### src/assert_macros.svh
`ifndef ASSERT_MACROS_SVH
`define ASSERT_MACROS_SVH

// Property must hold at every clock edge outside reset.
`define LBPM_ASSERT(label, clk, rstn, prop, msg) \
    label: assert property (@(posedge clk) disable iff (!(rstn)) (prop)) else $error(msg);

// Condition must never be seen outside reset.
`define LBPM_ASSERT_NEVER(label, clk, rstn, cond, msg) \
    label: assert property (@(posedge clk) disable iff (!(rstn)) !(cond)) else $error(msg);

`endif

### src/lbpm_pkg.sv
package lbpm_pkg;

    localparam int COORD_W    = 15;
    localparam int TILT_W     = 11;
    localparam int RATIO_W    = 12;
    localparam int RATIO_FRAC = 8;
    localparam int SUM_W      = COORD_W + 1;
    localparam int OFF_W      = COORD_W + 2;
    localparam int SQ_W       = 2 * OFF_W;
    localparam int RAD_W      = 32;
    localparam int ROOT_W     = RAD_W / 2;
    localparam int DIST_W     = 16;
    // four-point sums carry a factor of 4, so squares carry 16
    localparam int DIST_SHIFT = 4;

    localparam int LEN_NUM    = 3;
    localparam int LEN_DEN    = 5;
    localparam int LEN_W      = COORD_W + 3;
    localparam int BIG_NUM    = 7;
    localparam int BIG_DEN    = 4;
    localparam int BIG_W      = SUM_W + 3;
    localparam int PROD_W     = RATIO_W + SUM_W;

    localparam int S_TDATA_W  = 176;
    localparam int M_TDATA_W  = 80;
    localparam int M_TUSER_W  = 2;

    localparam int CFG_ADDR_W = 5;
    localparam int CFG_DATA_W = 32;
    localparam int CFG_IDX_W  = CFG_ADDR_W - 2;

    localparam int LBPM_QUEUE_DEPTH = 4;

    localparam logic [CFG_IDX_W-1:0] REG_MAX_TILT  = 3'd0;
    localparam logic [CFG_IDX_W-1:0] REG_MIN_RATIO = 3'd1;
    localparam logic [CFG_IDX_W-1:0] REG_MAX_RATIO = 3'd2;
    localparam logic [CFG_IDX_W-1:0] REG_CENTER_X  = 3'd3;
    localparam logic [CFG_IDX_W-1:0] REG_CENTER_Y  = 3'd4;

    typedef struct packed {
        logic [TILT_W-1:0]  max_tilt_difference;
        logic [RATIO_W-1:0] min_pair_ratio;
        logic [RATIO_W-1:0] max_pair_ratio;
        logic [COORD_W-1:0] image_center_x;
        logic [COORD_W-1:0] image_center_y;
    } lbpm_cfg_t;

    localparam lbpm_cfg_t CFG_RESET = '{
        max_tilt_difference: 11'd160,
        min_pair_ratio:      12'd256,
        max_pair_ratio:      12'd1280,
        image_center_x:      15'd10240,
        image_center_y:      15'd8192
    };

    typedef struct packed {
        logic [3:0]         pad;
        logic [TILT_W-1:0]  right_tilt;
        logic [COORD_W-1:0] right_length;
        logic [COORD_W-1:0] right_bottom_y;
        logic [COORD_W-1:0] right_bottom_x;
        logic [COORD_W-1:0] right_top_y;
        logic [COORD_W-1:0] right_top_x;
        logic [TILT_W-1:0]  left_tilt;
        logic [COORD_W-1:0] left_length;
        logic [COORD_W-1:0] left_bottom_y;
        logic [COORD_W-1:0] left_bottom_x;
        logic [COORD_W-1:0] left_top_y;
        logic [COORD_W-1:0] left_top_x;
    } lbpm_pair_t;

    typedef struct packed {
        logic [3:0]         pad;
        logic [DIST_W-1:0]  center_distance;
        logic [COORD_W-1:0] box_height;
        logic [COORD_W-1:0] box_width;
        logic [COORD_W-1:0] box_top;
        logic [COORD_W-1:0] box_left;
    } lbpm_result_t;

    typedef struct packed {
        logic is_big_plate;
        logic pair_valid;
    } lbpm_flags_t;

    typedef struct packed {
        logic               pair_valid;
        logic               is_big_plate;
        logic [COORD_W-1:0] box_left;
        logic [COORD_W-1:0] box_top;
        logic [COORD_W-1:0] box_width;
        logic [COORD_W-1:0] box_height;
        logic [OFF_W-1:0]   ddx;
        logic [OFF_W-1:0]   ddy;
    } lbpm_entry_t;

endpackage

### src/lbpm_back.sv
`include "assert_macros.svh"

module lbpm_back
    import lbpm_pkg::*;
(
    input  logic                 aclk,
    input  logic                 aresetn,
    input  logic                 q_valid,
    output logic                 q_ready,
    input  lbpm_entry_t          q_entry,
    output logic                 m_tvalid,
    input  logic                 m_tready,
    output logic [M_TDATA_W-1:0] m_tdata,
    output logic [M_TUSER_W-1:0] m_tuser
);

    localparam int REM_W = ROOT_W + 1;
    localparam int SH_W  = REM_W + 2;

    typedef struct packed {
        logic               pair_valid;
        logic               is_big_plate;
        logic [COORD_W-1:0] box_left;
        logic [COORD_W-1:0] box_top;
        logic [COORD_W-1:0] box_width;
        logic [COORD_W-1:0] box_height;
    } lbpm_meta_t;

    logic              adv;
    logic              sq_valid_reg, rad_valid_reg;
    lbpm_meta_t        q_meta, sq_meta_reg, rad_meta_reg;
    logic [SQ_W-1:0]   sq_x_reg, sq_y_reg;
    logic [SQ_W:0]     sq_sum;
    logic [RAD_W-1:0]  rad_reg;

    logic [REM_W-1:0]  in_rem   [ROOT_W];
    logic [ROOT_W-1:0] in_root  [ROOT_W];
    logic [RAD_W-1:0]  in_rad   [ROOT_W];
    lbpm_meta_t        in_meta  [ROOT_W];
    logic [ROOT_W-1:0] in_valid;
    logic [SH_W-1:0]   rem_sh   [ROOT_W];
    logic [SH_W-1:0]   trial    [ROOT_W];
    logic [ROOT_W-1:0] ge;

    logic [REM_W-1:0]  rem_reg  [ROOT_W-1];
    logic [RAD_W-1:0]  rt_rad_reg [ROOT_W-1];
    logic [ROOT_W-1:0] root_reg [ROOT_W];
    lbpm_meta_t        meta_reg [ROOT_W];
    logic [ROOT_W-1:0] rt_valid_reg;

    lbpm_result_t      result;
    lbpm_flags_t       flags;

    assign adv      = !rt_valid_reg[ROOT_W-1] || m_tready;
    assign q_ready  = adv;
    assign m_tvalid = rt_valid_reg[ROOT_W-1];

    assign q_meta = '{
        pair_valid:   q_entry.pair_valid,
        is_big_plate: q_entry.is_big_plate,
        box_left:     q_entry.box_left,
        box_top:      q_entry.box_top,
        box_width:    q_entry.box_width,
        box_height:   q_entry.box_height
    };

    assign sq_sum = (SQ_W + 1)'(sq_x_reg) + (SQ_W + 1)'(sq_y_reg);

    always_ff @(posedge aclk) begin
        if (!aresetn) begin
            sq_valid_reg  <= 1'b0;
            rad_valid_reg <= 1'b0;
        end else if (adv) begin
            sq_valid_reg  <= q_valid;
            rad_valid_reg <= sq_valid_reg;
        end
    end

    always_ff @(posedge aclk) begin
        if (adv) begin
            sq_meta_reg  <= q_meta;
            sq_x_reg     <= SQ_W'(q_entry.ddx) * SQ_W'(q_entry.ddx);
            sq_y_reg     <= SQ_W'(q_entry.ddy) * SQ_W'(q_entry.ddy);
            rad_meta_reg <= sq_meta_reg;
            rad_reg      <= RAD_W'(sq_sum >> DIST_SHIFT);
        end
    end

    // square root, one result bit per stage
    assign in_rem[0]   = '0;
    assign in_root[0]  = '0;
    assign in_rad[0]   = rad_reg;
    assign in_meta[0]  = rad_meta_reg;
    assign in_valid[0] = rad_valid_reg;

    for (genvar k = 0; k < ROOT_W; k++) begin : g_root
        if (k > 0) begin : g_link
            assign in_rem[k]   = rem_reg[k-1];
            assign in_root[k]  = root_reg[k-1];
            assign in_rad[k]   = rt_rad_reg[k-1];
            assign in_meta[k]  = meta_reg[k-1];
            assign in_valid[k] = rt_valid_reg[k-1];
        end

        assign rem_sh[k] = {in_rem[k], in_rad[k][RAD_W-1 -: 2]};
        assign trial[k]  = SH_W'({in_root[k], 2'b01});
        assign ge[k]     = (rem_sh[k] >= trial[k]);

        always_ff @(posedge aclk) begin
            if (!aresetn) begin
                rt_valid_reg[k] <= 1'b0;
            end else if (adv) begin
                rt_valid_reg[k] <= in_valid[k];
            end
        end

        always_ff @(posedge aclk) begin
            if (adv) begin
                root_reg[k] <= {in_root[k][ROOT_W-2:0], ge[k]};
                meta_reg[k] <= in_meta[k];
            end
        end

        if (k < ROOT_W - 1) begin : g_carry
            always_ff @(posedge aclk) begin
                if (adv) begin
                    rem_reg[k]    <= REM_W'(ge[k] ? rem_sh[k] - trial[k] : rem_sh[k]);
                    rt_rad_reg[k] <= {in_rad[k][RAD_W-3:0], 2'b00};
                end
            end
        end
    end

    always_comb begin
        result                 = '0;
        result.box_left        = meta_reg[ROOT_W-1].box_left;
        result.box_top         = meta_reg[ROOT_W-1].box_top;
        result.box_width       = meta_reg[ROOT_W-1].box_width;
        result.box_height      = meta_reg[ROOT_W-1].box_height;
        result.center_distance = DIST_W'(root_reg[ROOT_W-1]);
        flags.pair_valid       = meta_reg[ROOT_W-1].pair_valid;
        flags.is_big_plate     = meta_reg[ROOT_W-1].is_big_plate;
    end

    assign m_tdata = result;
    assign m_tuser = flags;

    `LBPM_ASSERT(a_reject_zero, aclk, aresetn, m_tvalid && !flags.pair_valid |-> result == '0, "rejected pair carries data")
    `LBPM_ASSERT_NEVER(a_big_needs_valid, aclk, aresetn, m_tvalid && flags.is_big_plate && !flags.pair_valid, "big plate flag on rejected pair")

endmodule

### config.mk
export PLATFORM = sky130hd
export DESIGN_NAME = lbpm_back
export DESIGN_NICKNAME = d
export VERILOG_FILES = /design/src/lbpm_pkg.sv /design/src/lbpm_back.sv
export VERILOG_INCLUDE_DIRS = /design/src /design/src/src
export SDC_FILE = /design/constraint.sdc
export NUM_CORES = 2
export LEC_CHECK = 0
export ABC_AREA = 1
export ABC_CLOCK_PERIOD_IN_PS = 100000
export BUFFER_PORTS_ARGS = -buffer_cell sky130_fd_sc_hd__buf_4
export CORE_ASPECT_RATIO = 1.25
export CORE_UTILIZATION = 55
export DETAILED_ROUTE_END_ITERATION = 10
export PLACE_DENSITY_LB_ADDON = 0.1
export SLEW_MARGIN = 20
export SYNTH_ARGS = -nofsm -noshare
export SYNTH_HDL_FRONTEND = slang
export SYNTH_SLANG_ARGS = --single-unit
### constraint.sdc
create_clock -name aclk -period 100 [get_ports aclk]
set_input_delay 15 -clock aclk [delete_from_list [all_inputs] [get_ports aclk]]
set_output_delay 15 -clock aclk [all_outputs]
set_load 0.005 [all_outputs]
# [Word level (Yosys, flattened, before mapping)]
# Memory sizes are Yosys's and may differ from the RTL's.
# Index checks and enable logic that the tools add are counted.
[totals] ff_bits=241 mem_bits_rw=1953 in_bits=100 output_inout_bits=84 wordCells=90 n_memories=4
[classes] addsub=16 n_mul=2 n_lt_le_gt_ge=16 n_mux=17 reduce_logical=2
[memory_table] name="meta_reg" depth=16 width=62 rd=16 rd_ports_with_merged_regs=0 wr=16 line_no="lbpm_back.sv:48" text="lbpm_meta_t meta_reg [ROOT_W];"
[memory_table] name="rt_rad_reg" depth=15 width=30 rd=15 rd_ports_with_merged_regs=0 wr=15 line_no="lbpm_back.sv:46" text="logic [RAD_W-1:0] rt_rad_reg [ROOT_W-1];"
[memory_table] name="root_reg" depth=16 width=16 rd=16 rd_ports_with_merged_regs=0 wr=16 line_no="lbpm_back.sv:47" text="logic [ROOT_W-1:0] root_reg [ROOT_W];"
[memory_table] name="rem_reg" depth=15 width=17 rd=15 rd_ports_with_merged_regs=0 wr=15 line_no="lbpm_back.sv:45" text="logic [REM_W-1:0] rem_reg [ROOT_W-1];"
[ops] operator="$ge A19 B18 Y1" n=15
[ops] operator="$mux W17" n=15
[ops] operator="$sub A17 B17 Y17" n=14
[ops] operator="$mul A17 B17 Y34" n=2
[ops] operator="$add A34 B34 Y35" n=1
[ops] operator="$mux W1" n=2
[ops] operator="$sub A1 B1 Y2 const B" n=1
[ops] operator="$ge A1 B1 Y1 const B" n=1
[ops] operator="$logic_not A1 Y1" n=1
[ops] operator="$logic_or A1 B1 Y1" n=1

# [Longest topological paths before layout]
[depth] depth_word=4 mapped_depth=27 ltp_nobuf=25

# [Worst setup path after synthesis]
# No wires, ideal clock.
[synth_timing] path_kind="input port to output port" start="in m_tready" end="out q_ready" arrival_ns=64.219 required_time_ns=85.000 path_slack_ns=20.781 cell_stages=3 path_buffers=1 cell_sequence="nor2_1 -> clkinv_1 -> clkbuf_1"
[synth_via] elab_chain_cells=1
[synth_rtl] item="start: declaration" line_no="lbpm_back.sv:12" text="input logic m_tready,"
[synth_rtl] item="$logic_or A1 B1 Y1" line_no="lbpm_back.sv:54" text="assign adv = !rt_valid_reg[ROOT_W-1] || m_tready;"
[synth_rtl] item="end: declaration" line_no="lbpm_back.sv:9" text="output logic q_ready,"
# No other way between the ends.

# [Worst setup path after layout]
# Ends and elaborated chain as after synthesis.

==> flow_metrics.tcl <==
set metrics [dict create \
    run_status "completed" \
    netSwitchingPower_w 0.00128 \
    static-leakage-power_nw 46.0 \
    netlist.top_cell.by_area "edfxtp_1" \
    initial_antenna_violation_count 4 \
    cp.buffers_inverters 4 \
    dieWidth_um 362 \
    drv_cap 0 \
    post-synth-top-count-cell "nand2_1" \
    final_net_count 8789 \
    drt-vias-per-instance 4.88 \
    start_kind "primary input" \
    clk_pin_slew_worst_paths_ns 0.06 \
    grt_pass1_wl_um 257000 \
    dominantRegCellSynth "edfxtp_1" \
    via_count 49800 \
    maximum_number_of_pins_on_one_net_before_global_route_repair 174 \
    worstSkewPairLatency_ns 0.80 \
    ys_warn_count 0 \
    finalHoldViolations 0 \
    cellInternalPower_w 0.00195 \
    routed_wire_length_per_instance_um 15.5 \
    detail_route.drc_violations 0 \
    post-dp-hpwl_um 118000 \
    layoutNonFillerInstCount 10200 \
    rsz_0062_raised_after_global_routing "no" \
    ranking_of_synthesized_cells_by_area "edfxtp_1, fa_1, nand2_1" \
    cts_num_sinks 1837 \
    numPlacedInstances 9890 \
    cts_root_buf "clkbuf_16" \
    power_per_cell_area_nw_per_um2 32.8 \
    crit_fanout 80 \
    worstPathArrival_ns 15.91 \
    first_global_vias 50600 \
    cts-resized-gates 0 \
    synthesis.area_um2 89000 \
    dp_worst_setup_slack_ns 69.07 \
    synth_seq_area_share 0.618 \
    max-vdd-ir-drop_v 0.0000321 \
    number_of_iterations_in_the_first_detailed_routing_pass 5 \
    total_power_consumption_w 0.00323 \
    critPathCaptureType "primary output" \
    post-cts-setup-buffer-count 0 \
    power.share.combinational 0.436 \
    max_slew_margin 0.297 \
    max_freq_ghz 0.0324 \
    ctsHoldBuffers 0 \
    yosys.area.top_type_share 0.614 \
    top_cell_by_count_worst_path "buf_4" \
    final.period_utilization 0.309 \
    worst-slew-pin-transition_ns 1.05 \
    layout-drive-gt1-share 0.0662 \
    synthesis.area_per_instance_um2 11.7 \
    ctsHtreeMaxLevel 4 \
    register_area_um2 55000 \
    ant_nets 0 \
    drt_wl_total_um 158000 \
    cpMaxStageDelayCell "inv_8" \
    core_area_um2 160000 \
    tritoncts.num_buffers 171 \
    fillers 12800 \
    slew_viol_final 0 \
    setup_tns_ns 0 \
    placement_rows 164 \
    layout_min_cycle_time_ns 30.91 \
    synth.lib_cells_used.distinct 58 \
    timing_worst_setup_path_type "in2out" \
    postSynth.asyncResetShare 0 \
    largest_register_ffs 992 \
    worstPathRequired_ns 85.00 \
    synth-edff-count 1819 \
    initial_core_util 0.555 \
    hold_class "reg2reg" \
    grt_usage 0.199 \
    critPathTopFamily "buffers and inverters" \
    power.clock.fraction 0.199 \
    post_synth_most_frequent_cells "nand2_1, edfxtp_1, inv_1" \
    port-buffer-count 179 \
    synth_seq_cells 1837 \
    gp_congestion 0.909 \
    clock_skew_ns 0.0415 \
    grt.overflow.total 0 \
    die-height_um 452 \
    dr.first_iter.drc_count 2791 \
    worstPathCellList "buf_4 -> nor2_1 -> buf_4 -> inv_8 -> buf_4" \
    post_synthesis_cell_count 7633 \
    netSwitchingFraction 0.395 \
    power.sequential.fraction 0.365 \
    cts_tree "done" \
    synthToLayoutAreaGrowth_pct 10.6 \
    multi_input_area_um2 27600 \
    setup_violations 0 \
    die_area_um2 163000 \
    worst_slack_ns 69.09 \
    cpPeakStageDelay_ns 0.39 \
    io_pins 184 \
    cts_buffer_depth 3 \
]
through the flow:
step	hold WS, ns	utilization	instance area [um2]
2_1_floorplan	0.400	-	89000
3_3_place_gp	0.400	0.579	92700
3_5_place_dp	0.405	0.579	92700
4_1_cts	0.383	0.614	98400
5_1_grt	0.393	0.614	98400
6_report	0.390	0.614	98400
cell families (layout without fill, tap and decap cells):
family,Yosys count,after routing,synth area share
other cells,1,8,0.0000421
buf+inv,1671,2076,0.0721
simple gates,2861,2861,0.132
mux,2,2,0.000253
xor+xnor,163,163,0.0160
compound gates,314,314,0.0190
fa+ha+maj,784,784,0.143
flops,1837,1837,0.618
cells in the final DEF (no fill, tap or decap), types with 6 or more instances in the layout:
master,count
o21ai_1,12
clkinv_2,25
xor2_1,123
nand3_1,235
bufinv_16,17
clkinv_1,35
clkbuf_1,35
or2_2,11
o21ai_0,85
xnor2_1,40
and3_1,8
ha_1,400
inv_6,7
clkinv_16,9
fa_1,384
nor2_1,378
nand2_2,14
and2_1,9
clkbuf_16,173
o21bai_1,19
edfxtp_1,1819
a21oi_1,176
nor2_2,17
dfxtp_1,18
a21oi_2,6
inv_1,1553
nand4_1,84
nor3_1,35
buf_4,202
nand2_1,2013
nand3b_1,24
worst register-to-register path, stage by stage, from the launching register on:
cell and delay [ns]:
dfxtp_1 0.31, inv_1 0.05, nor2_1 0.03, buf_4 0.19, inv_8 0.39, buf_4 0.76
buf_4 0.79, buf_4 0.87, buf_6 0.72, buf_4 0.87
power groups by stage:
stage                     clock, W  combinational, W  sequential [W]
after floorplan                  0           0.00105         0.00115
after global placement           0           0.00142         0.00119
after detailed placement         0           0.00143         0.00120
after CTS                 0.000662           0.00144         0.00118
after global routing      0.000689           0.00164         0.00120
final                     0.000641           0.00141         0.00118
path summary, 6_finish.rpt:
check | slack [ns] | endpoint | from | depth (start not counted)
max | 69.09 | q_ready | m_tready | 5
min | 0.39 | meta_reg[0][183] | meta_reg[0][121] | 0
max reg2reg | 94.61 | meta_reg[0][246] | m_tvalid | 9
min reg2reg | 0.39 | meta_reg[0][183] | meta_reg[0][121] | 0
layer usage:
metal | vias to the layer above | wire [um] | GRT usage
met1 | 23600 | 64400 | 0.238
met2 | 752 | 82700 | 0.362
li1 | 25100 | - | -
met5 | - | 0 | 0
met3 | 312 | 5000 | 0.0282
met4 | 0 | 5690 | 0.0755
layout make-up:
type,count,share of cell area
Clock inverter,102,0.0121
Clock buffer,208,0.0453
Inverter,1560,0.0596
Multi-Input combinational cell,4129,0.281
Antenna cell,3,0.0000763
Timing Repair Buffer,206,0.0160
Sequential cell,1837,0.559
Tap cell,2158,0.0274
Power figures use the tool's default switching activity.
