File: src/assert_macros.svh
`ifndef ASSERT_MACROS_SVH
`define ASSERT_MACROS_SVH

// Property must hold at every clock edge outside reset.
`define LBPM_ASSERT(label, clk, rstn, prop, msg) \
    label: assert property (@(posedge clk) disable iff (!(rstn)) (prop)) else $error(msg);

// Condition must never be seen outside reset.
`define LBPM_ASSERT_NEVER(label, clk, rstn, cond, msg) \
    label: assert property (@(posedge clk) disable iff (!(rstn)) !(cond)) else $error(msg);

`endif

File: src/lbpm_pkg.sv
package lbpm_pkg;

    localparam int COORD_W    = 15;
    localparam int TILT_W     = 11;
    localparam int RATIO_W    = 12;
    localparam int RATIO_FRAC = 8;
    localparam int SUM_W      = COORD_W + 1;
    localparam int OFF_W      = COORD_W + 2;
    localparam int SQ_W       = 2 * OFF_W;
    localparam int RAD_W      = 32;
    localparam int ROOT_W     = RAD_W / 2;
    localparam int DIST_W     = 16;
    // four-point sums carry a factor of 4, so squares carry 16
    localparam int DIST_SHIFT = 4;

    localparam int LEN_NUM    = 3;
    localparam int LEN_DEN    = 5;
    localparam int LEN_W      = COORD_W + 3;
    localparam int BIG_NUM    = 7;
    localparam int BIG_DEN    = 4;
    localparam int BIG_W      = SUM_W + 3;
    localparam int PROD_W     = RATIO_W + SUM_W;

    localparam int S_TDATA_W  = 176;
    localparam int M_TDATA_W  = 80;
    localparam int M_TUSER_W  = 2;

    localparam int CFG_ADDR_W = 5;
    localparam int CFG_DATA_W = 32;
    localparam int CFG_IDX_W  = CFG_ADDR_W - 2;

    localparam int LBPM_QUEUE_DEPTH = 4;

    localparam logic [CFG_IDX_W-1:0] REG_MAX_TILT  = 3'd0;
    localparam logic [CFG_IDX_W-1:0] REG_MIN_RATIO = 3'd1;
    localparam logic [CFG_IDX_W-1:0] REG_MAX_RATIO = 3'd2;
    localparam logic [CFG_IDX_W-1:0] REG_CENTER_X  = 3'd3;
    localparam logic [CFG_IDX_W-1:0] REG_CENTER_Y  = 3'd4;

    typedef struct packed {
        logic [TILT_W-1:0]  max_tilt_difference;
        logic [RATIO_W-1:0] min_pair_ratio;
        logic [RATIO_W-1:0] max_pair_ratio;
        logic [COORD_W-1:0] image_center_x;
        logic [COORD_W-1:0] image_center_y;
    } lbpm_cfg_t;

    localparam lbpm_cfg_t CFG_RESET = '{
        max_tilt_difference: 11'd160,
        min_pair_ratio:      12'd256,
        max_pair_ratio:      12'd1280,
        image_center_x:      15'd10240,
        image_center_y:      15'd8192
    };

    typedef struct packed {
        logic [3:0]         pad;
        logic [TILT_W-1:0]  right_tilt;
        logic [COORD_W-1:0] right_length;
        logic [COORD_W-1:0] right_bottom_y;
        logic [COORD_W-1:0] right_bottom_x;
        logic [COORD_W-1:0] right_top_y;
        logic [COORD_W-1:0] right_top_x;
        logic [TILT_W-1:0]  left_tilt;
        logic [COORD_W-1:0] left_length;
        logic [COORD_W-1:0] left_bottom_y;
        logic [COORD_W-1:0] left_bottom_x;
        logic [COORD_W-1:0] left_top_y;
        logic [COORD_W-1:0] left_top_x;
    } lbpm_pair_t;

    typedef struct packed {
        logic [3:0]         pad;
        logic [DIST_W-1:0]  center_distance;
        logic [COORD_W-1:0] box_height;
        logic [COORD_W-1:0] box_width;
        logic [COORD_W-1:0] box_top;
        logic [COORD_W-1:0] box_left;
    } lbpm_result_t;

    typedef struct packed {
        logic is_big_plate;
        logic pair_valid;
    } lbpm_flags_t;

    typedef struct packed {
        logic               pair_valid;
        logic               is_big_plate;
        logic [COORD_W-1:0] box_left;
        logic [COORD_W-1:0] box_top;
        logic [COORD_W-1:0] box_width;
        logic [COORD_W-1:0] box_height;
        logic [OFF_W-1:0]   ddx;
        logic [OFF_W-1:0]   ddy;
    } lbpm_entry_t;

endpackage

File: src/lbpm_front.sv
`include "assert_macros.svh"

module lbpm_front
    import lbpm_pkg::*;
(
    input  logic                 aclk,
    input  logic                 aresetn,
    input  lbpm_cfg_t            cfg,
    input  logic                 s_tvalid,
    output logic                 s_tready,
    input  logic [S_TDATA_W-1:0] s_tdata,
    output logic                 q_valid,
    input  logic                 q_ready,
    output lbpm_entry_t          q_entry
);

    typedef struct packed {
        logic               tilt_ok;
        logic [COORD_W-1:0] lmin;
        logic [COORD_W-1:0] lmax;
        logic [SUM_W-1:0]   sum;
        logic [SUM_W-1:0]   dy2;
        logic               dx_pos;
        logic [SUM_W-1:0]   dx2;
        logic [COORD_W-1:0] minx;
        logic [COORD_W-1:0] maxx;
        logic [COORD_W-1:0] miny;
        logic [COORD_W-1:0] maxy;
        logic [OFF_W-1:0]   sx4;
        logic [OFF_W-1:0]   sy4;
    } lbpm_stage1_t;

    function automatic logic [COORD_W-1:0] min2(input logic [COORD_W-1:0] a,
                                                 input logic [COORD_W-1:0] b);
        return (a < b) ? a : b;
    endfunction

    function automatic logic [COORD_W-1:0] max2(input logic [COORD_W-1:0] a,
                                                 input logic [COORD_W-1:0] b);
        return (a > b) ? a : b;
    endfunction

    lbpm_pair_t   pair;
    lbpm_stage1_t s1_next, s1_reg;
    lbpm_entry_t  s2_next, s2_reg;
    logic         s1_valid_reg, s2_valid_reg;
    logic         adv;

    logic [TILT_W-1:0]  tdiff;
    logic [SUM_W-1:0]   lcx2, lcy2, rcx2, rcy2;
    logic               len_ok, dy_ok, band_ok, ok, big;
    logic [PROD_W-1:0]  lhs, lo_bound, hi_bound;
    logic [COORD_W-1:0] bw, bh;
    logic [OFF_W-1:0]   icx4, icy4;

    assign pair     = lbpm_pair_t'(s_tdata);
    assign adv      = !s2_valid_reg || q_ready;
    assign s_tready = adv;
    assign q_valid  = s2_valid_reg;
    assign q_entry  = s2_reg;

    // stage 1: tilt test, length extremes, centers, offsets, extremes
    always_comb begin
        tdiff = (pair.left_tilt > pair.right_tilt) ? pair.left_tilt - pair.right_tilt
                                                   : pair.right_tilt - pair.left_tilt;
        lcx2 = SUM_W'(pair.left_top_x) + SUM_W'(pair.left_bottom_x);
        lcy2 = SUM_W'(pair.left_top_y) + SUM_W'(pair.left_bottom_y);
        rcx2 = SUM_W'(pair.right_top_x) + SUM_W'(pair.right_bottom_x);
        rcy2 = SUM_W'(pair.right_top_y) + SUM_W'(pair.right_bottom_y);

        s1_next.tilt_ok = (tdiff <= cfg.max_tilt_difference);
        s1_next.lmin    = min2(pair.left_length, pair.right_length);
        s1_next.lmax    = max2(pair.left_length, pair.right_length);
        s1_next.sum     = SUM_W'(pair.left_length) + SUM_W'(pair.right_length);
        s1_next.dy2     = (lcy2 > rcy2) ? lcy2 - rcy2 : rcy2 - lcy2;
        s1_next.dx_pos  = (rcx2 > lcx2);
        s1_next.dx2     = rcx2 - lcx2;
        s1_next.minx    = min2(min2(pair.left_bottom_x, pair.right_bottom_x),
                               min2(pair.right_top_x, pair.left_top_x));
        s1_next.maxx    = max2(max2(pair.left_bottom_x, pair.right_bottom_x),
                               max2(pair.right_top_x, pair.left_top_x));
        s1_next.miny    = min2(min2(pair.left_bottom_y, pair.right_bottom_y),
                               min2(pair.right_top_y, pair.left_top_y));
        s1_next.maxy    = max2(max2(pair.left_bottom_y, pair.right_bottom_y),
                               max2(pair.right_top_y, pair.left_top_y));
        s1_next.sx4     = OFF_W'(pair.left_bottom_x) + OFF_W'(pair.right_bottom_x)
                        + OFF_W'(pair.right_top_x) + OFF_W'(pair.left_top_x);
        s1_next.sy4     = OFF_W'(pair.left_bottom_y) + OFF_W'(pair.right_bottom_y)
                        + OFF_W'(pair.right_top_y) + OFF_W'(pair.left_top_y);
    end

    // stage 2: ratio tests, box, big plate flag, offsets to image center
    always_comb begin
        len_ok   = (LEN_W'(s1_reg.lmin) * LEN_W'(LEN_DEN))
                >= (LEN_W'(s1_reg.lmax) * LEN_W'(LEN_NUM));
        dy_ok    = ({s1_reg.dy2, 1'b0} <= {1'b0, s1_reg.sum});
        lhs      = PROD_W'({s1_reg.dx2, {RATIO_FRAC{1'b0}}});
        lo_bound = PROD_W'(cfg.min_pair_ratio) * PROD_W'(s1_reg.sum);
        hi_bound = PROD_W'(cfg.max_pair_ratio) * PROD_W'(s1_reg.sum);
        band_ok  = s1_reg.dx_pos && (lhs >= lo_bound) && (lhs <= hi_bound);
        ok       = s1_reg.tilt_ok && len_ok && dy_ok && band_ok;

        bw   = s1_reg.maxx - s1_reg.minx;
        bh   = s1_reg.maxy - s1_reg.miny;
        big  = (BIG_W'(bw) * BIG_W'(BIG_DEN)) > (BIG_W'(s1_reg.sum) * BIG_W'(BIG_NUM));
        icx4 = {cfg.image_center_x, 2'b00};
        icy4 = {cfg.image_center_y, 2'b00};

        s2_next = '0;
        if (ok) begin
            s2_next.pair_valid   = 1'b1;
            s2_next.is_big_plate = big;
            s2_next.box_left     = s1_reg.minx;
            s2_next.box_top      = s1_reg.miny;
            s2_next.box_width    = bw;
            s2_next.box_height   = bh;
            s2_next.ddx = (s1_reg.sx4 > icx4) ? s1_reg.sx4 - icx4 : icx4 - s1_reg.sx4;
            s2_next.ddy = (s1_reg.sy4 > icy4) ? s1_reg.sy4 - icy4 : icy4 - s1_reg.sy4;
        end
    end

    always_ff @(posedge aclk) begin
        if (!aresetn) begin
            s1_valid_reg <= 1'b0;
            s2_valid_reg <= 1'b0;
        end else if (adv) begin
            s1_valid_reg <= s_tvalid;
            s2_valid_reg <= s1_valid_reg;
        end
    end

    always_ff @(posedge aclk) begin
        if (adv) begin
            s1_reg <= s1_next;
            s2_reg <= s2_next;
        end
    end

    `LBPM_ASSERT(a_front_hold, aclk, aresetn, s2_valid_reg && !q_ready |=> s2_valid_reg && $stable(s2_reg), "front entry changed while stalled")

endmodule

File: config.mk
export PLATFORM = sky130hd
export DESIGN_NAME = lbpm_front
export DESIGN_NICKNAME = d
export VERILOG_FILES = /design/src/lbpm_pkg.sv /design/src/lbpm_front.sv
export VERILOG_INCLUDE_DIRS = /design/src /design/src/src
export SDC_FILE = /design/constraint.sdc
export NUM_CORES = 2
export LEC_CHECK = 0
export ABC_AREA = 1
export ABC_CLOCK_PERIOD_IN_PS = 7300
export BUFFER_PORTS_ARGS = -buffer_cell sky130_fd_sc_hd__buf_2
export CAP_MARGIN = 20
export CORE_MARGIN = 4
export CORE_UTILIZATION = 46
export DETAILED_ROUTE_END_ITERATION = 8
export PLACE_DENSITY = 0.76
export SYNTH_ARGS = -nofsm -noshare
export SYNTH_HDL_FRONTEND = slang
export SYNTH_SLANG_ARGS = --single-unit
File: constraint.sdc
create_clock -name aclk -period 7.3 [get_ports aclk]
set_input_delay 0 -clock aclk [delete_from_list [all_inputs] [get_ports aclk]]
set_output_delay 0 -clock aclk [all_outputs]
set_load 0.1 [all_outputs]
Yosys cells after proc, flatten, opt, wreduce, memory -nomap -nowiden
Cells that the tools add are included.
{"block": "op_classes", "reduce_logical": 7, "add_sub_neg": 22, "mux": 19, "n_lt_le_gt_ge": 25, "n_mul": 5}
{"cell": "$mux W15", "count": 14}
{"cell": "$add A15 B15 Y16", "count": 7}
{"cell": "$gt A15 B15 Y1", "count": 7}
{"cell": "$lt A15 B15 Y1", "count": 7}
{"cell": "$mux W96", "count": 1}
{"cell": "$sub A17 B17 Y17", "count": 4}
{"cell": "$mul A12 B16 Y28", "count": 2}
{"cell": "$sub A16 B16 Y16", "count": 3}
{"cell": "$add A16 B15 Y17", "count": 2}
{"cell": "$add A17 B15 Y17", "count": 2}
{"cell": "$gt A17 B17 Y1", "count": 2}
{"cell": "$mux W17", "count": 2}
{"cell": "$gt A16 B16 Y1", "count": 2}
{"cell": "$sub A15 B15 Y15", "count": 2}
{"cell": "$ge A24 B28 Y1", "count": 1}
{"cell": "$le A24 B28 Y1", "count": 1}
{"cell": "$sub A11 B11 Y11", "count": 2}
{"cell": "$gt A17 B19 Y1", "count": 1}
{"cell": "$mul A16 B3 Y19 const B", "count": 1}
{"cell": "$ge A18 B17 Y1", "count": 1}
{"cell": "$mul A15 B3 Y18 const B", "count": 1}
{"cell": "$le A17 B16 Y1", "count": 1}
{"cell": "$mul A15 B2 Y17 const B", "count": 1}
{"cell": "$mux W16", "count": 1}
{"cell": "other kinds (6)", "count": 10}
{"block": "word_totals", "word_cells": 101, "register_bits": 272}

Longest topological paths before layout
{"block": "logic_depth", "word_depth": 6, "depth_mapped": 37, "depth_no_buf": 33}

Least setup slack after synthesis
No wires, ideal clock.
{"block": "synth_path", "path_kind": "reg2reg", "from": "reg s2_valid_reg, in the netlist q_valid", "to": "reg s1_reg, in the netlist lhs[10] (enable)", "t_arrival_ns": 6.627, "slack_ns": 0.022, "path_stages_with_launch": 4, "setup_time_ns": 0.651, "cell_sequence": "dfxtp_1 > inv_1 > nor2_1 > inv_1"}
{"block": "synth_between", "elab_chain_cells": 2}
{"element": "from (decl)", "line": "lbpm_front.sv:46", "text": "logic s1_valid_reg, s2_valid_reg;"}
{"element": "from (signal assigned)", "line": "lbpm_front.sv:128", "text": "s2_valid_reg <= s1_valid_reg;"}
{"element": "$logic_not A1 Y1", "line": "lbpm_front.sv:57", "text": "assign adv = !s2_valid_reg || q_ready;"}
{"element": "$logic_or A1 B1 Y1", "line": "lbpm_front.sv:57"}
{"element": "named net s_tready", "line": "lbpm_front.sv:10", "text": "output logic s_tready,"}
{"element": "to (signal assigned)", "line": "lbpm_front.sv:134", "text": "s1_reg <= s1_next;"}
{"element": "to (decl)", "line": "lbpm_front.sv:44", "text": "lbpm_stage1_t s1_next, s1_reg;"}
The timed path passes the listed nets, and every way through them passes these cells.
A chain may end at the register's enable or synchronous reset.

Worst setup path in the final report
{"block": "layout_path", "from": "reg s1_reg[136] in the netlist's numbering", "to": "reg s2_reg, in the netlist q_entry[27] (data pin)"}
{"block": "layout_between", "elab_chain_cells": 5, "word_cells_on_any_way": 9}
{"element": "$mul A12 B16 Y28", "line": "lbpm_front.sv:98", "text": "lo_bound = PROD_W'(cfg.min_pair_ratio) * PROD_W'(s1_reg.sum);"}
{"element": "$ge A24 B28 Y1", "line": "lbpm_front.sv:100", "text": "band_ok = s1_reg.dx_pos && (lhs >= lo_bound) && (lhs <= hi_bound);"}
{"element": "$logic_and A1 B1 Y1 (2 in a row)", "line": "lbpm_front.sv:100"}
{"element": "$logic_and A1 B1 Y1 (*)", "line": "lbpm_front.sv:101", "text": "ok = s1_reg.tilt_ok && len_ok && dy_ok && band_ok;"}
{"element": "to (signal assigned)", "line": "lbpm_front.sv:135", "text": "s2_reg <= s2_next;"}
{"element": "to (decl)", "line": "lbpm_front.sv:45", "text": "lbpm_entry_t s2_next, s2_reg;"}
Every way passes the cells marked *; elsewhere a longest branch is shown, timed or not.

==> impl_metrics.py <==
metrics = {
    "synthesis": {
        "async_flop_share": 0,
        "ys_top_cells_by_area": "ha_1 (19%), edfxtp_1 (18%), fa_1 (17%), nand2_1 (12%), inv_1 (9.9%)",
        "synthFlopType": "edfxtp_1",
        "yosys.area.top_type": "ha_1",
        "synthXorXnorAreaFrac": 0.0492,
        "synth_cell_types": 64,
        "syn_nets": 7219,
        "synthAdderAreaFrac": 0.354,
        "synth-compound-area-share": 0.118,
        "syn_area_um2": 45000,
        "synth_mux_area_frac": 0.000972,
        "synth_top_family_by_area": "adder cells",
        "yosys_warnings": 0,
        "synth-seq-cells": 272,
        "avgSynthCellArea_um2": 7.61,
        "syn_inst": 5923,
        "yosysSeqAreaShare": 0.181,
        "netlist.area_leader.share": 0.189,
        "synth-simple-area-share": 0.182,
        "synth_edf_count": 270,
    },
    "timing": {
        "fin_skew_ns": 0.0456,
        "fmax_mhz": 145,
        "layout_min_cycle_time_ns": 6.91,
        "hold_ws_ns": 0.0307,
        "finalMaxSlewViolations": 0,
        "finalCritPeriodShare": 0.946,
        "slew_headroom": 0.319,
        "tightest_slew_ns": 1.02,
        "finalSetupViolCount": 0,
        "rsz0062_at_grt": "false",
        "hold_violations": 0,
        "tns_ns": 0,
    },
    "critical_path": {
        "path_buf_inv": 6,
        "crit_arrival_ns": 7.24,
        "reg2regPathDepth": 30,
        "start_kind": "flip-flop",
        "crit_path_frequent_cell": "fa_1",
        "critPathCaptureType": "flip-flop",
        "crit_required_ns": 7.63,
        "path_max_fanout": 12,
        "path_delay_family": "adder cells",
        "cp_slowest_cell": "fa_1",
        "crit_path_max_incr_delay_ns": 0.55,
        "r2r-end": "q_entry[27]$_SDFFCE_PN0P_",
        "rr_startpoint": "s1_reg[136]$_DFFE_PP_",
        "crit_type": "reg -> reg",
        "r2r_setup_slack_ns": 0.39,
    },
    "floorplan": {
        "start_util": 0.465,
        "ios": 343,
        "die-area_um2": 103000,
        "die_x_um": 321,
        "rows": 114,
        "die_h_um": 321,
        "core_area_um2": 96900,
    },
    "worst_hold_path": {
        "hold_depth": 5,
        "hp-class": "in -> reg",
        "hold_start": "s_tdata[1]",
        "min_to": "s1_reg[80]$_DFFE_PP_",
    },
    "clocking": {
        "numCtsBuffers": 37,
        "clk_latency_ns": 0.61,
        "clkTransAtPathRegs_ns": 0.06,
        "cts_root_buf": "clkbuf_16",
        "cts_buffer_depth": 3,
        "cts_tree": "done",
        "cts_sinks": 272,
        "cts_max_level": 2,
    },
    "global_routing": {
        "grt_pass1_wl_um": 206000,
        "overflow": 0,
        "antenna_found_initial": 6,
        "grt_start_max_net_pins": 165,
        "grt_pass1_vias": 38800,
        "grtUsageTotal": 0.250,
    },
    "layout": {
        "nNetsFinal": 7573,
        "largest_register_ff_count": 158,
        "area_delta_synth_final_pct": 11.9,
        "final_core_util": 0.521,
        "layout-drive-gt1-share": 0.0836,
    },
    "detailed_routing": {
        "drc": 0,
        "drtPass1Iterations": 5,
        "vias": 39700,
        "vias_per_cell": 5.24,
        "wire_per_inst_um": 17.2,
        "drt_iter0_drc": 2809,
        "ant_nets": 0,
        "wirelength_um": 130000,
    },
    "status": {
        "status": "complete, no violations",
    },
    "placed_design": {
        "port-buffer-count": 338,
        "place_hpwl_um": 108000,
        "gp_congestion": 0.954,
    },
    "flow_run": {
        "maxCapViolCount": 0,
    },
}
## logic make-up (layout without fill, tap and decap cells)
family	after synthesis	count (layout)
mux	4	4
other cells	0	3
xor+xnor	253	253
flops	272	272
buf+inv	1365	1746
compound gates	963	963
simple gates	2015	2015
fa+ha+maj	1051	1051
## worst max path at each step
stage | startpoint | endpoint | slack (ns) | depth (start not counted)
after floorplan | q_valid$_SDFFE_PN0P_ | lhs[10]$_DFFE_PP_ | 0.02 | 3
after global placement | s1_reg[136]$_DFFE_PP_ | q_entry[14]$_SDFFCE_PN0P_ | 0.35 | 29
after detailed placement | s1_reg[136]$_DFFE_PP_ | q_entry[14]$_SDFFCE_PN0P_ | 0.24 | 29
after CTS | s1_reg[136]$_DFFE_PP_ | q_entry[2]$_SDFFCE_PN0P_ | 0.21 | 29
after global routing | s1_reg[130]$_DFFE_PP_ | q_entry[46]$_SDFFCE_PN0P_ | 0.007 | 32
final | s1_reg[136]$_DFFE_PP_ | q_entry[27]$_SDFFCE_PN0P_ | 0.39 | 30
## synthesized netlist by cell type, types with 3 or more instances
library cell / n
buf_8: 3
mux2_2: 3
a211oi_1: 13
xor2_1: 171
o2111ai_1: 6
inv_2: 4
a31o_2: 5
ha_1: 679
nand3b_1: 10
edfxtp_1: 270
or2_2: 4
o21ai_0: 349
o21a_1: 17
a21o_1: 29
nand2_2: 6
nor2_1: 294
nand3_1: 166
o21bai_1: 21
o211ai_1: 12
o21ai_1: 16
nor2_4: 9
clkbuf_1: 147
nor4_1: 3
a31oi_1: 17
o31ai_1: 14
buf_2: 12
o221ai_1: 4
a21oi_1: 419
nand2_1: 1404
fa_1: 372
nor3_1: 39
buf_4: 3
nand4_1: 47
and3_1: 3
inv_1: 1191
nor2_2: 20
a21boi_0: 25
xnor2_1: 82
## through the flow
step | instance area, um^2 | setup slack [ns] | instances
2_1_floorplan | 45000 | 0.0217 | 5923
3_3_place_gp | 48200 | 0.352 | 7414
3_5_place_dp | 48200 | 0.238 | 7414
4_1_cts | 50200 | 0.213 | 7569
5_1_grt | 50400 | 0.00731 | 7582
6_report | 50400 | 0.392 | 7583
## metal layers
layer,global-route usage,wire (um),up-vias
li1,-,-,19600
met1,0.330,56200,18700
met2,0.420,60400,1216
met3,0.0434,8990,258
met4,0.0779,4510,2
met5,0,13,-
## worst reg2reg max path: cells and delay by family (launching register included)
kind                       cells  cell delay, ns
AOI/OAI and AO/OA              4            0.80
adders and majority gates      7            3.21
and+or+nand+nor               12            1.18
DFF                            1            0.51
buffers and inverters          6            0.76
xor gates and xnor gates       1            0.19
## layout by cell type, fill, tap and decap left out, types with 5 or more instances in the layout
cell and instances:
a211oi_1 13, a21boi_0 25, a21o_1 29, a21oi_1 417, a31o_2 5, a31oi_1 15, buf_12 15, buf_2 338
buf_4 39, clkbuf_16 39, clkinv_1 5, clkinvlp_4 10, dlygate4sd3_1 89, edfxtp_1 270, fa_1 372, ha_1 679
inv_1 1190, nand2_1 1403, nand2_2 7, nand3_1 166, nand3b_1 10, nand4_1 47, nor2_1 292, nor2_2 22
nor2_4 9, nor3_1 38, o2111ai_1 6, o211ai_1 12, o21a_1 17, o21ai_0 348, o21ai_1 17, o21bai_1 21
o31ai_1 13, xnor2_1 82, xor2_1 171
## cell type report
type	instances	area [um^2]
diodes	3	7.51
clock buffers	41	941
clock inverters	25	236
fillers	9066	46400
inverters	1196	4500
multi-input cells	4286	31800
flip-flops and latches	272	8150
well taps	1276	1600
repair buffers	484	3240
## repair_timing
item                       CTS  global route
setup buffers                0             9
hold buffers                89             0
hold endpoints to repair    68             0
setup endpoints to repair    0            92
gates resized for setup      0            12
Power is not shown: default switching activity piles up to over one toggle a cycle in this logic, so the estimate is an artifact.
